[config.mk]
export PLATFORM = sky130hd
export DESIGN_NAME = block_buffer_cache_lru_top
export DESIGN_NICKNAME = d
export VERILOG_FILES = /design/src/sv/bbc_pkg.sv /design/src/sv/block_buffer_cache_lru_top.sv /design/src/sv/bbc_ctrl.sv /design/src/sv/bbc_dpath.sv
export VERILOG_INCLUDE_DIRS = /design/src /design/src/sv
export SDC_FILE = /design/constraint.sdc
export NUM_CORES = 2
export LEC_CHECK = 0
export ABC_AREA = 1
export BUFFER_PORTS_ARGS = -buffer_cell sky130_fd_sc_hd__buf_2
export CAP_MARGIN = 20
export CELL_PAD_IN_SITES_DETAIL_PLACEMENT = 1
export CELL_PAD_IN_SITES_GLOBAL_PLACEMENT = 2
export CORE_ASPECT_RATIO = 0.75
export CORE_MARGIN = 2
export CORE_UTILIZATION = 30
export CTS_CLUSTER_SIZE = 24
export DETAILED_ROUTE_END_ITERATION = 8
export PLACE_DENSITY_LB_ADDON = 0.1
export SLEW_MARGIN = 20
export SYNTH_ARGS = -nofsm -noshare
export SYNTH_HDL_FRONTEND = slang
export SYNTH_SLANG_ARGS = --single-unit
[constraint.sdc]
create_clock -name clk -period 8.5 [get_ports clk]
set_input_delay 0.425 -clock clk [delete_from_list [all_inputs] [get_ports clk]]
set_output_delay 0.425 -clock clk [all_outputs]
set_load 0.02 [all_outputs]
[src/sv/block_buffer_cache_lru_top_assert.svh]
// Assertion macros for the buffer cache directory top level.
// Included by block_buffer_cache_lru_top.sv; expects clk and arst_n in scope.
`ifndef BLOCK_BUFFER_CACHE_LRU_TOP_ASSERT_SVH
`define BLOCK_BUFFER_CACHE_LRU_TOP_ASSERT_SVH

// same-cycle implication
`define BBC_ASSERT_IMP(lbl, ante, cons, msg) \
	lbl: assert property (@(posedge clk) disable iff (!arst_n) (ante) |-> (cons)) \
	else $error(msg);

// next-cycle implication
`define BBC_ASSERT_NXT(lbl, ante, cons, msg) \
	lbl: assert property (@(posedge clk) disable iff (!arst_n) (ante) |=> (cons)) \
	else $error(msg);

`endif

[src/sv/bbc_pkg.sv]
// Shared types and constants for the buffer cache directory.
// No dependencies; imported by every module of the block.
`timescale 1ns / 1ps
`default_nettype none

package bbc_pkg;

	localparam int NUM_SLOTS = 32;
	localparam int SLOT_W    = $clog2(NUM_SLOTS);
	localparam int IDX_W     = 5;
	localparam int DEV_W     = 8;
	localparam int BLK_W     = 32;
	localparam int TAG_W     = DEV_W + BLK_W;
	localparam int CNT_W     = 8;
	localparam int STAMP_W   = 32;
	localparam int ST_W      = 2;

	localparam logic [CNT_W-1:0] CNT_MAX = {CNT_W{1'b1}};

	typedef enum logic [1:0] {
		FN_GET     = 2'd0,
		FN_RELEASE = 2'd1,
		FN_PIN     = 2'd2,
		FN_UNPIN   = 2'd3
	} func_t;

	localparam logic [ST_W-1:0] ST_OK     = 2'd0;
	localparam logic [ST_W-1:0] ST_NOFREE = 2'd1;
	localparam logic [ST_W-1:0] ST_UNDER  = 2'd2;
	localparam logic [ST_W-1:0] ST_OVER   = 2'd3;

	// controller to datapath
	typedef struct packed {
		logic load;
		logic scan_rd;
		logic commit_get;
		logic commit_op;
	} dp_cmd_t;

	// datapath to controller
	typedef struct packed {
		logic scan_last;
	} dp_sts_t;

endpackage

`default_nettype wire

[src/sv/block_buffer_cache_lru_top.sv]
// Buffer cache directory: get scans all NUM_SLOTS slots through one tag/stamp
// read port, one slot a cycle, then passes a drain state and commits; release,
// pin and unpin commit straight after accept. done is registered from the commit.
// One item in flight; busy is high until its commit cycle ends.
// The receiver cannot stall: done marks each result beat for one cycle.
// Async reset clears all counts, presence, valid and stamp marks.
`timescale 1ns / 1ps
`default_nettype none

module block_buffer_cache_lru_top (
	input  wire logic                        clk,
	input  wire logic                        arst_n,
	input  wire logic                        start,
	output logic                             busy,
	input  wire logic [1:0]                  func,
	input  wire logic [bbc_pkg::DEV_W-1:0]   device,
	input  wire logic [bbc_pkg::BLK_W-1:0]   block_number,
	input  wire logic [bbc_pkg::IDX_W-1:0]   slot_index,
	input  wire logic [bbc_pkg::STAMP_W-1:0] now_ticks,
	output logic                             done,
	output logic [bbc_pkg::IDX_W-1:0]        slot,
	output logic                             hit,
	output logic                             needs_read,
	output logic [bbc_pkg::CNT_W-1:0]        new_count,
	output logic [bbc_pkg::ST_W-1:0]         status
);
	import bbc_pkg::*;

	dp_cmd_t cmd;
	dp_sts_t sts;

	bbc_ctrl u_ctrl (
		.clk    (clk),
		.arst_n (arst_n),
		.start  (start),
		.func   (func),
		.sts    (sts),
		.cmd    (cmd),
		.busy   (busy)
	);

	bbc_dpath u_dpath (
		.clk          (clk),
		.arst_n       (arst_n),
		.cmd          (cmd),
		.sts          (sts),
		.func         (func),
		.device       (device),
		.block_number (block_number),
		.slot_index   (slot_index),
		.now_ticks    (now_ticks),
		.done         (done),
		.slot         (slot),
		.hit          (hit),
		.needs_read   (needs_read),
		.new_count    (new_count),
		.status       (status)
	);

`include "block_buffer_cache_lru_top_assert.svh"

	`BBC_ASSERT_NXT(a_accept_busy, start && !busy, busy, "accepted item did not raise busy")
	`BBC_ASSERT_NXT(a_commit_done, cmd.commit_get || cmd.commit_op, done, "commit gave no beat")
	`BBC_ASSERT_IMP(a_hit_valid, done && hit, !needs_read, "hit on slot with invalid contents")
	`BBC_ASSERT_IMP(a_nofree_zero, done && (status == ST_NOFREE), (slot == '0) && (new_count == '0) && !hit, "no-free beat not cleared")

endmodule

`default_nettype wire

[src/sv/bbc_ctrl.sv]
// Sequencing state machine for the buffer cache directory.
// Depends on bbc_pkg; drives the command struct of bbc_dpath.
`timescale 1ns / 1ps
`default_nettype none

module bbc_ctrl (
	input  wire logic             clk,
	input  wire logic             arst_n,
	input  wire logic             start,
	input  wire logic [1:0]       func,
	input  wire bbc_pkg::dp_sts_t sts,
	output bbc_pkg::dp_cmd_t      cmd,
	output logic                  busy
);
	import bbc_pkg::*;

	typedef enum logic [4:0] {
		S_IDLE  = 5'b00001,
		S_SCAN  = 5'b00010,
		S_DRAIN = 5'b00100,
		S_GET   = 5'b01000,
		S_OPER  = 5'b10000
	} state_t;

	state_t state_q, state_nxt;

	always_ff @(posedge clk or negedge arst_n) begin
		if (!arst_n) begin
			state_q <= S_IDLE;
		end else begin
			state_q <= state_nxt;
		end
	end

	always_comb begin
		state_nxt = state_q;
		cmd       = '0;
		unique case (state_q)
			S_IDLE: begin
				if (start) begin
					cmd.load  = 1'b1;
					state_nxt = (func == FN_GET) ? S_SCAN : S_OPER;
				end
			end
			S_SCAN: begin
				cmd.scan_rd = 1'b1;
				if (sts.scan_last) begin
					state_nxt = S_DRAIN;
				end
			end
			// last read still in its compare stage
			S_DRAIN: begin
				state_nxt = S_GET;
			end
			S_GET: begin
				cmd.commit_get = 1'b1;
				state_nxt      = S_IDLE;
			end
			S_OPER: begin
				cmd.commit_op = 1'b1;
				state_nxt     = S_IDLE;
			end
			default: begin
				state_nxt = S_IDLE;
			end
		endcase
	end

	assign busy = (state_q != S_IDLE);

endmodule

`default_nettype wire

[src/sv/bbc_dpath.sv]
// Slot storage, scan compare and count update for the buffer cache directory.
// Depends on bbc_pkg; commanded by bbc_ctrl.
`timescale 1ns / 1ps
`default_nettype none

module bbc_dpath (
	input  wire logic                      clk,
	input  wire logic                      arst_n,
	input  wire bbc_pkg::dp_cmd_t          cmd,
	output bbc_pkg::dp_sts_t               sts,
	input  wire logic [1:0]                func,
	input  wire logic [bbc_pkg::DEV_W-1:0]   device,
	input  wire logic [bbc_pkg::BLK_W-1:0]   block_number,
	input  wire logic [bbc_pkg::IDX_W-1:0]   slot_index,
	input  wire logic [bbc_pkg::STAMP_W-1:0] now_ticks,
	output logic                           done,
	output logic [bbc_pkg::IDX_W-1:0]      slot,
	output logic                           hit,
	output logic                           needs_read,
	output logic [bbc_pkg::CNT_W-1:0]      new_count,
	output logic [bbc_pkg::ST_W-1:0]       status
);
	import bbc_pkg::*;

	// request held for the whole item
	logic [1:0]         req_func_q;
	logic [DEV_W-1:0]   req_dev_q;
	logic [BLK_W-1:0]   req_blk_q;
	logic [IDX_W-1:0]   req_idx_q;
	logic [STAMP_W-1:0] req_now_q;

	// per-slot state
	logic [TAG_W-1:0]   tag_mem   [NUM_SLOTS];
	logic [STAMP_W-1:0] stamp_mem [NUM_SLOTS];
	logic [CNT_W-1:0]   cnt_q     [NUM_SLOTS];
	logic [NUM_SLOTS-1:0] present_q;
	logic [NUM_SLOTS-1:0] cv_q;
	logic [NUM_SLOTS-1:0] stamp_vld_q;

	// scan
	logic [SLOT_W-1:0]  ptr_q;
	logic               rd_vld_s1;
	logic [SLOT_W-1:0]  rd_idx_s1;
	logic [TAG_W-1:0]   tag_rd_s1;
	logic [STAMP_W-1:0] stamp_rd_s1;

	logic               hit_fnd_q;
	logic [SLOT_W-1:0]  hit_idx_q;
	logic               free_fnd_q;
	logic [SLOT_W-1:0]  best_q;
	logic [STAMP_W-1:0] best_stamp_q;

	logic               committing;
	logic [SLOT_W-1:0]  tgt;
	logic [SLOT_W-1:0]  rsel;
	logic [CNT_W-1:0]   cnt_rd;
	logic               match_s1;
	logic               free_s1;
	logic [STAMP_W-1:0] stamp_eff;
	logic               sat;
	logic [CNT_W-1:0]   cnt_inc;
	logic [CNT_W-1:0]   cnt_dec;
	logic               oor;

	logic               cnt_we;
	logic [CNT_W-1:0]   cnt_wd;
	logic               tag_we;
	logic               stamp_we;
	logic               cv_set;
	logic [IDX_W-1:0]   r_slot;
	logic               r_hit;
	logic               r_nr;
	logic [CNT_W-1:0]   r_cnt;
	logic [ST_W-1:0]    r_st;

	always_ff @(posedge clk) begin
		if (cmd.load) begin
			req_func_q <= func;
			req_dev_q  <= device;
			req_blk_q  <= block_number;
			req_idx_q  <= slot_index;
			req_now_q  <= now_ticks;
		end
	end

	assign sts.scan_last = (ptr_q == SLOT_W'(NUM_SLOTS - 1));

	always_ff @(posedge clk or negedge arst_n) begin
		if (!arst_n) begin
			ptr_q     <= '0;
			rd_vld_s1 <= 1'b0;
		end else begin
			rd_vld_s1 <= cmd.scan_rd;
			if (cmd.load) begin
				ptr_q <= '0;
			end else if (cmd.scan_rd) begin
				ptr_q <= ptr_q + 1'b1;
			end
		end
	end

	// tag and stamp stores: one write, one registered read
	always_ff @(posedge clk) begin
		rd_idx_s1 <= ptr_q;
		if (cmd.scan_rd) begin
			tag_rd_s1   <= tag_mem[ptr_q];
			stamp_rd_s1 <= stamp_mem[ptr_q];
		end
		if (tag_we) begin
			tag_mem[tgt] <= {req_dev_q, req_blk_q};
		end
		if (stamp_we) begin
			stamp_mem[tgt] <= req_now_q;
		end
	end

	assign committing = cmd.commit_get | cmd.commit_op;
	assign tgt  = cmd.commit_get ? (hit_fnd_q ? hit_idx_q : best_q) : SLOT_W'(req_idx_q);
	assign rsel = committing ? tgt : rd_idx_s1;
	assign cnt_rd = cnt_q[rsel];

	assign match_s1  = present_q[rd_idx_s1] && (tag_rd_s1 == {req_dev_q, req_blk_q});
	assign free_s1   = (cnt_rd == '0);
	// a stamp never written reads as zero
	assign stamp_eff = stamp_vld_q[rd_idx_s1] ? stamp_rd_s1 : '0;

	always_ff @(posedge clk or negedge arst_n) begin
		if (!arst_n) begin
			hit_fnd_q  <= 1'b0;
			free_fnd_q <= 1'b0;
		end else if (cmd.load) begin
			hit_fnd_q  <= 1'b0;
			free_fnd_q <= 1'b0;
		end else if (rd_vld_s1) begin
			if (match_s1) begin
				hit_fnd_q <= 1'b1;
			end
			if (free_s1) begin
				free_fnd_q <= 1'b1;
			end
		end
	end

	// lowest index wins on equal stamps: strict less-than
	always_ff @(posedge clk) begin
		if (rd_vld_s1) begin
			if (match_s1 && !hit_fnd_q) begin
				hit_idx_q <= rd_idx_s1;
			end
			if (free_s1 && (!free_fnd_q || (stamp_eff < best_stamp_q))) begin
				best_q       <= rd_idx_s1;
				best_stamp_q <= stamp_eff;
			end
		end
	end

	assign sat     = (cnt_rd == CNT_MAX);
	assign cnt_inc = sat ? cnt_rd : cnt_rd + 1'b1;
	assign cnt_dec = cnt_rd - 1'b1;
	assign oor     = (32'(req_idx_q) >= 32'(NUM_SLOTS));

	always_comb begin
		r_slot   = IDX_W'(tgt);
		r_hit    = 1'b0;
		r_nr     = 1'b0;
		r_cnt    = cnt_rd;
		r_st     = ST_OK;
		cnt_we   = 1'b0;
		cnt_wd   = cnt_rd;
		tag_we   = 1'b0;
		stamp_we = 1'b0;
		cv_set   = 1'b0;
		if (cmd.commit_get) begin
			if (hit_fnd_q) begin
				r_hit  = 1'b1;
				r_nr   = ~cv_q[tgt];
				cv_set = 1'b1;
				cnt_we = ~sat;
				cnt_wd = cnt_inc;
				r_cnt  = cnt_inc;
				r_st   = sat ? ST_OVER : ST_OK;
			end else if (free_fnd_q) begin
				tag_we = 1'b1;
				cv_set = 1'b1;
				cnt_we = 1'b1;
				cnt_wd = CNT_W'(1);
				r_nr   = 1'b1;
				r_cnt  = CNT_W'(1);
			end else begin
				r_slot = '0;
				r_cnt  = '0;
				r_st   = ST_NOFREE;
			end
		end else if (cmd.commit_op) begin
			if (oor) begin
				r_slot = req_idx_q;
				r_cnt  = '0;
			end else if (req_func_q == FN_PIN) begin
				cnt_we = ~sat;
				cnt_wd = cnt_inc;
				r_cnt  = cnt_inc;
				r_st   = sat ? ST_OVER : ST_OK;
			end else if (cnt_rd == '0) begin
				r_cnt = '0;
				r_st  = ST_UNDER;
			end else begin
				cnt_we   = 1'b1;
				cnt_wd   = cnt_dec;
				r_cnt    = cnt_dec;
				// only a release that frees the slot is stamped
				stamp_we = (req_func_q == FN_RELEASE) && (cnt_dec == '0);
			end
		end
	end

	always_ff @(posedge clk or negedge arst_n) begin
		if (!arst_n) begin
			for (int i = 0; i < NUM_SLOTS; i++) begin
				cnt_q[i] <= '0;
			end
			present_q   <= '0;
			cv_q        <= '0;
			stamp_vld_q <= '0;
		end else begin
			if (cnt_we) begin
				cnt_q[tgt] <= cnt_wd;
			end
			if (tag_we) begin
				present_q[tgt] <= 1'b1;
			end
			if (cv_set) begin
				cv_q[tgt] <= 1'b1;
			end
			if (stamp_we) begin
				stamp_vld_q[tgt] <= 1'b1;
			end
		end
	end

	// result beat register
	always_ff @(posedge clk or negedge arst_n) begin
		if (!arst_n) begin
			done <= 1'b0;
		end else begin
			done <= committing;
		end
	end

	always_ff @(posedge clk) begin
		if (committing) begin
			slot       <= r_slot;
			hit        <= r_hit;
			needs_read <= r_nr;
			new_count  <= r_cnt;
			status     <= r_st;
		end
	end

endmodule

`default_nettype wire
## Yosys cells after proc, flatten, opt, wreduce, memory -nomap -nowiden

Memories as Yosys holds them, arrays and structs flattened. A register that Yosys moved wholly into a read port is not among the register bits.
Cells that the tools add are included.

- Flip-flop bits (word level): 509
- Bits in latches: 0
- Bits in writable memories: 2,304
- ROM bits: 0
- Input bits: 82
- Output and inout port bits: 19
- Word-level logic and storage cells: 187
- Memories: 2

- $add $sub $neg: 3
- Multipliers: 0
- Divide/modulo/power cells: 0
- Order comparisons: 7
- Equality and inequality tests: 13
- Shift-type cells: 0
- Mux-type cells: 78
- Bitwise gates (word level): 8
- Reduce and logical (&&, ||, !) cells: 21

Memories:

| name | depth | width | read ports | clocked after Yosys merged registers in | write ports | RTL line | text |
|---|---|---|---|---|---|---|---|
| u_dpath.tag_mem | 32 | 40 | 1 | 1 | 1 | bbc_dpath.sv:33 | `logic [TAG_W-1:0] tag_mem [NUM_SLOTS];` |
| u_dpath.stamp_mem | 32 | 32 | 1 | 1 | 1 | bbc_dpath.sv:34 | `logic [STAMP_W-1:0] stamp_mem [NUM_SLOTS];` |

Operators with widths:

| cell | number |
|---|---|
| bitwise mux 256 bit | 1 |
| 2-to-1 mux 8 bit | 15 |
| OR 32 bit | 3 |
| 2-to-1 mux 5 bit | 11 |
| binary-select mux 8 bit (select 5 bit) | 1 |
| demux 8 bit (select 5 bit) | 1 |
| equality test 40 bit | 1 |
| 2-to-1 mux 1 bit | 37 |
| less-than comparator 32 bit | 1 |
| 2-to-1 mux 32 bit | 1 |
| zero test 8 bit | 2 |
| binary-select mux 1 bit (select 5 bit) | 3 |
| one-hot mux 5 bit (3 select lines) | 1 |
| >= comparator 6 bit, second input constant | 2 |
| less-than comparator 5 x 6 -> 1 bit, second input constant | 2 |
| 2-to-1 mux 2 bit | 6 |
| NOT 5 -> 6 bit | 2 |
| equality test 5 bit, second input constant | 2 |
| AND reduction 2 bit | 5 |
| adder 8 x 1 -> 8 bit, second input constant | 1 |
| equality test 8 bit, second input constant | 1 |
| nonzero test 2 bit | 4 |
| subtractor 8 x 1 -> 8 bit, second input constant | 1 |
| logical AND 1 bit | 6 |
| 17 further kinds | 20 |

## Depth between registers and ports, before layout

- Depth after elaboration: 17
- Gate-level depth with buffers: 30
- Mapped depth without buffers: 26

## Modules after synthesis

From an unflattened synthesis, not the netlist that was laid out.

- Cells, all modules: 9,441
- Area, all modules: 116,489.2 sq um

By module, submodules not included:

| module | times used | cells an instance | area an instance (sq um) | sequential area each (sq um) |
|---|---|---|---|---|
| bbc_dpath | 1 | 9,404 | 116,196.4 | 84,626.2 |
| bbc_ctrl | 1 | 37 | 292.8 | 126.4 |

## Worst setup path after synthesis

OpenSTA, ideal clock, no wires.

- Path type: register to register
- Start: register u_ctrl.state_q[2]
- End: register u_dpath.ptr_q[3]
- Arrival time: 9,314 ps
- Data required time: 8,422 ps
- Path slack: -892 ps
- Stages on the path, launching flop included: 8
- Buffers on the path: 0
- Cell sequence: dfrtp_1 nor2_1 inv_1 nor4_1 inv_1 nor4_1 o21ai_0 a21oi_1

RTL lines:

| element | RTL line | text |
|---|---|---|
| start: declaration | bbc_ctrl.sv:25 | `state_t state_q, state_nxt;` |
| start signal: assignment | bbc_ctrl.sv:31 | `state_q <= state_nxt;` |
| end signal: assignment | bbc_dpath.sv:97 | `ptr_q <= ptr_q + 1'b1;` |
| end: declaration | bbc_dpath.sv:41 | `logic [SLOT_W-1:0] ptr_q;` |

## Worst setup path in the final report

- Start: register u_dpath.hit_fnd_q
- End: memory u_dpath.stamp_mem[16][22] (enable)

- Cells in the longest elaborated chain, start to end: 16

Ends and longest elaborated chain:

| element | RTL line | text |
|---|---|---|
| start: declaration | bbc_dpath.sv:47 | `logic hit_fnd_q;` |
| start signal: assignment | bbc_dpath.sv:129 | `hit_fnd_q <= 1'b0;` |
| start signal: assignment | bbc_dpath.sv:132 | `hit_fnd_q <= 1'b0;` |
| start signal: assignment | bbc_dpath.sv:136 | `hit_fnd_q <= 1'b1;` |
| 2-to-1 mux 5 bit * (2 in series) | bbc_dpath.sv:118 | `assign tgt = cmd.commit_get ? (hit_fnd_q ? hit_idx_q : best_q) : SLOT_W'(req_idx_q);` |
| 2-to-1 mux 5 bit | bbc_dpath.sv:119 | `assign rsel = committing ? tgt : rd_idx_s1;` |
| NOT 5 -> 6 bit (not written as such) | bbc_dpath.sv:120 | `assign cnt_rd = cnt_q[rsel];` |
| binary-select mux 8 bit (select 5 bit) | bbc_dpath.sv:120 |  |
| 2-to-1 mux 8 bit (not written as such) (2 in series) | bbc_dpath.sv:120 |  |
| subtractor 8 x 1 -> 8 bit | bbc_dpath.sv:159 | `assign cnt_dec = cnt_rd - 1'b1;` |
| zero test 8 bit | bbc_dpath.sv:211 | `stamp_we = (req_func_q == FN_RELEASE) && (cnt_dec == '0);` |
| logical AND 1 bit | bbc_dpath.sv:211 |  |
| 2-to-1 mux 1 bit | bbc_dpath.sv:203 | `end else if (cnt_rd == '0) begin` |
| 2-to-1 mux 1 bit | bbc_dpath.sv:198 | `end else if (req_func_q == FN_PIN) begin` |
| 2-to-1 mux 1 bit | bbc_dpath.sv:194 | `end else if (cmd.commit_op) begin` |
| 2-to-1 mux 1 bit | bbc_dpath.sv:173 | `if (cmd.commit_get) begin` |
| 2-to-1 mux 1 bit | bbc_dpath.sv:112 | `if (stamp_we) begin` |
| 2-to-1 mux 1 bit (not written as such) | bbc_dpath.sv:113 | `stamp_mem[tgt] <= req_now_q;` |
| end: declaration | bbc_dpath.sv:34 |  |

Mark *: on every way between the ends. The rest lies on a longest branch, timed or not. The select of a mux whose other input is x is not followed.

==> flow_summary.json <==
{
  "synth-edff-count": 2514,
  "ios": 101,
  "die_h_um": 544,
  "cp_max_fo": 81,
  "fin_area_mm2": 0.135,
  "outcome": "complete, no violations",
  "max-cap-violations": 0,
  "postPlaceCellArea_mm2": 0.124,
  "cp-end-kind": "flip-flop",
  "slew_headroom_pct": 25.1,
  "antenna_left": 0,
  "cts.htree.levels": 5,
  "clock_latency_ns": 0.97,
  "cts-root-buf": "clkbuf_16",
  "fin_setup_tns_ns": 0,
  "die_x_um": 724,
  "wl_per_cell_um": 29.9,
  "cts_max_path_buffers": 4,
  "power_density_mw_per_mm2": 287,
  "worst_ep_arrival_time_ns": 8.04,
  "ys_types": 61,
  "clock.fmax_ghz": 0.134,
  "n_fill_cell": 41138,
  "grt_pass1_wl_um": 641000,
  "ys_ff_latch": 2885,
  "clock-sinks": 2885,
  "dr.first_iter.drc_count": 7145,
  "syn_nets": 9627,
  "synth-simple-area-share_pct": 11.3,
  "period_needed_ns": 7.44,
  "drc": 0,
  "avgSynthCellArea_um2": 12.3,
  "worstSetupPathType": "reg2reg",
  "die_area_mm2": 0.394,
  "grt_pass1_vias": 80409,
  "vias": 78971,
  "layout-drive-gt1-share_pct": 10.3,
  "io_buffers": 100,
  "synth_ff_type": "edfxtp_1",
  "critPathLaunchType": "flip-flop",
  "crit_required_ns": 9.09,
  "p_leak_nw": 46.9,
  "min_period_over_period_pct": 87.6,
  "synth.area.top_cells": "edfxtp_1 (65%), dfrtp_1 (7.8%), o21ai_0 (5.6%), nor2_1 (4.5%), nand2_1 (3.8%)",
  "antenna_found_initial": 27,
  "yosysTopAreaCell": "edfxtp_1",
  "timing_hold_violations_final": 0,
  "slew_viol_final": 0,
  "grt_max_degree": 172,
  "dp_slack_ns": 1.19,
  "setup_viol": 0,
  "power_mw": 38.7,
  "drt_pass1_iterations": 5,
  "vias_per_cell": 5.22,
  "initial_core_util_pct": 30.1,
  "yosys-top-cells-count": "edfxtp_1 (2,514), nor2_1 (1,406), o21ai_0 (1,296)",
  "worst_slew_pin_slew_ns": 1.12,
  "core_area_mm2": 0.387,
  "gp_congestion": 0.828,
  "dp_hpwl_um": 261000,
  "gr-total-overflow": 0,
  "cts_resized": 0,
  "synth_top_family_by_area": "compound AO/OA/AOI/OAI gates",
  "stdcell_count": 15141,
  "synthAdderAreaFrac_pct": 0.397,
  "synth-seq-area-share_pct": 72.7,
  "cts_buffers": 320,
  "wl_um": 453000,
  "worst_clock_skew_ns": 0.0761,
  "yosys_warnings": 0,
  "max-vdd-ir-drop_mv": 0.194,
  "yosys.area_share.xor_xnor_pct": 0.143,
  "cts_tree": "yes",
  "area_delta_synth_final_pct": 15.9,
  "row_count": 198,
  "synth-compound-area-share_pct": 11.7,
  "rsz0062_at_grt": "false",
  "grt_use_total_pct": 22.6,
  "whs_ns": 0.0510,
  "numPlacedInstances": 14483,
  "hold_class": "in2async",
  "synthCells": 9508,
  "synth_mux_area_share_pct": 0,
  "finish.utilization_pct": 34.9,
  "path_clk_slew_ns": 0.06,
  "syn_area_mm2": 0.117,
  "nets": 9806,
  "worst_slack_ns": 1.06,
  "async_flop_share_pct": 12.7,
  "yosysTopAreaCellShare_pct": 64.8,
  "yosysMostFrequentCell": "edfxtp_1"
}
report_power, final:
part / switching, mW / internal (mW) / total (mW)
Clock: 6.01 / 7.77 / 13.8
Sequential: 0.197 / 16.3 / 16.5
Combinational: 6.54 / 1.93 / 8.47
Total: 12.7 / 26.0 / 38.7
critical path, cell delays in order, from the launching register on:
cell and delay, ns:
dfrtp_1 0.58, inv_1 0.44, nand2_1 0.12, nand2_1 0.12, nand3_1 0.12, nand3_2 0.09, buf_4 0.45, nand2_4 0.63
buf_4 0.45, nand2_1 0.08, nand3_1 0.08, nand3_1 0.11, nand3_1 0.08, nand3_1 0.20, nand2_2 0.20, inv_2 0.15
ha_1 0.15, nor4b_1 0.42, nand4_1 0.18, nor3_2 0.30, nand3_4 0.58, buf_4 0.44, nor2_4 0.62, buf_4 0.35
state kept, by name (all words and copies together), names as in the netlist, 8 cells and up:
signal	count
u_dpath.stamp_vld_q	32
u_dpath.best_stamp_q	32
u_dpath.tag_mem	1280
u_dpath.cnt_q	256
u_dpath.cv_q	32
u_dpath.tag_rd_s1	40
u_dpath.req_blk_q	32
u_dpath.present_q	32
u_dpath.new_count	8
u_dpath.req_now_q	32
u_dpath.stamp_mem	1024
u_dpath.req_dev_q	8
u_dpath.stamp_rd_s1	32
cells in the final DEF, fill, tap and decap left out, drive strengths merged, types with 94 or more instances in the layout:
| cell type | count |
|---|---|
| edfxtp | 2514 |
| clkbuf | 432 |
| o22ai | 390 |
| clkinv | 107 |
| o21ai | 1401 |
| o221ai | 192 |
| buf | 370 |
| nor2 | 1414 |
| inv | 519 |
| dfrtp | 365 |
| a21oi | 94 |
| nand2 | 1225 |
| nand3 | 423 |
what timing repair did:
action / 4_1_cts / 5_1_grt
buffers inserted: 0 / 0
hold buffers: 81 / 0
hold endpoints to repair: 170 / 0
final timing paths:
| check | start | end | slack [ns] | cells past startpoint |
|---|---|---|---|---|
| min in group clk | device[2] | u_dpath.req_dev_q[2]$_DFFE_PP_ | 0.18 | 2 |
| worst max-delay path | u_dpath.hit_fnd_q$_DFFE_PN0P_ | u_dpath.stamp_mem[16][22]$_DFFE_PP_ | 1.06 | 23 |
| worst min register to register | u_dpath.present_q[21]$_DFFE_PN0P_ | u_dpath.present_q[21]$_DFFE_PN0P_ | 0.46 | 2 |
| max in group asynchronous | arst_n | u_dpath.cnt_q[252]$_DFFE_PN0P_ | 6.25 | 4 |
| worst max register to register | u_dpath.hit_fnd_q$_DFFE_PN0P_ | u_dpath.stamp_mem[16][22]$_DFFE_PP_ | 1.06 | 23 |
| worst min-delay path | arst_n | u_dpath.cnt_q[66]$_DFFE_PN0P_ | 0.05 | 2 |
area by class of cell:
class / count / area (um^2) / share of cell area (%)
sequential: 2885 / 84800 / 62.7
timing repair buffer: 451 / 3740 / 2.77
clock inverter: 136 / 1200 / 0.887
multi-input combinational: 5520 / 28100 / 20.8
inverter: 509 / 1970 / 1.46
antenna: 8 / 20.0 / 0.0148
tap: 5200 / 6510 / 4.82
clock buffer: 432 / 8810 / 6.53
cells by family (layout without fill, tap and decap cells):
group	after synthesis	in the layout
compound gates	2315	2315
xor+xnor	19	19
fa+ha+maj	37	37
buf+inv	1103	1528
flops	2885	2885
other cells	0	8
simple gates	3149	3149
routing by layer:
metal	vias up	track usage, %	share of wire, %
li1	34743	-	-
met1	42067	34.6	50
met3	461	3.08	4.7
met2	1690	34.3	44
met4	10	4.25	1.8
met5	-	0	0.011
Power figures use the tool's default switching activity.
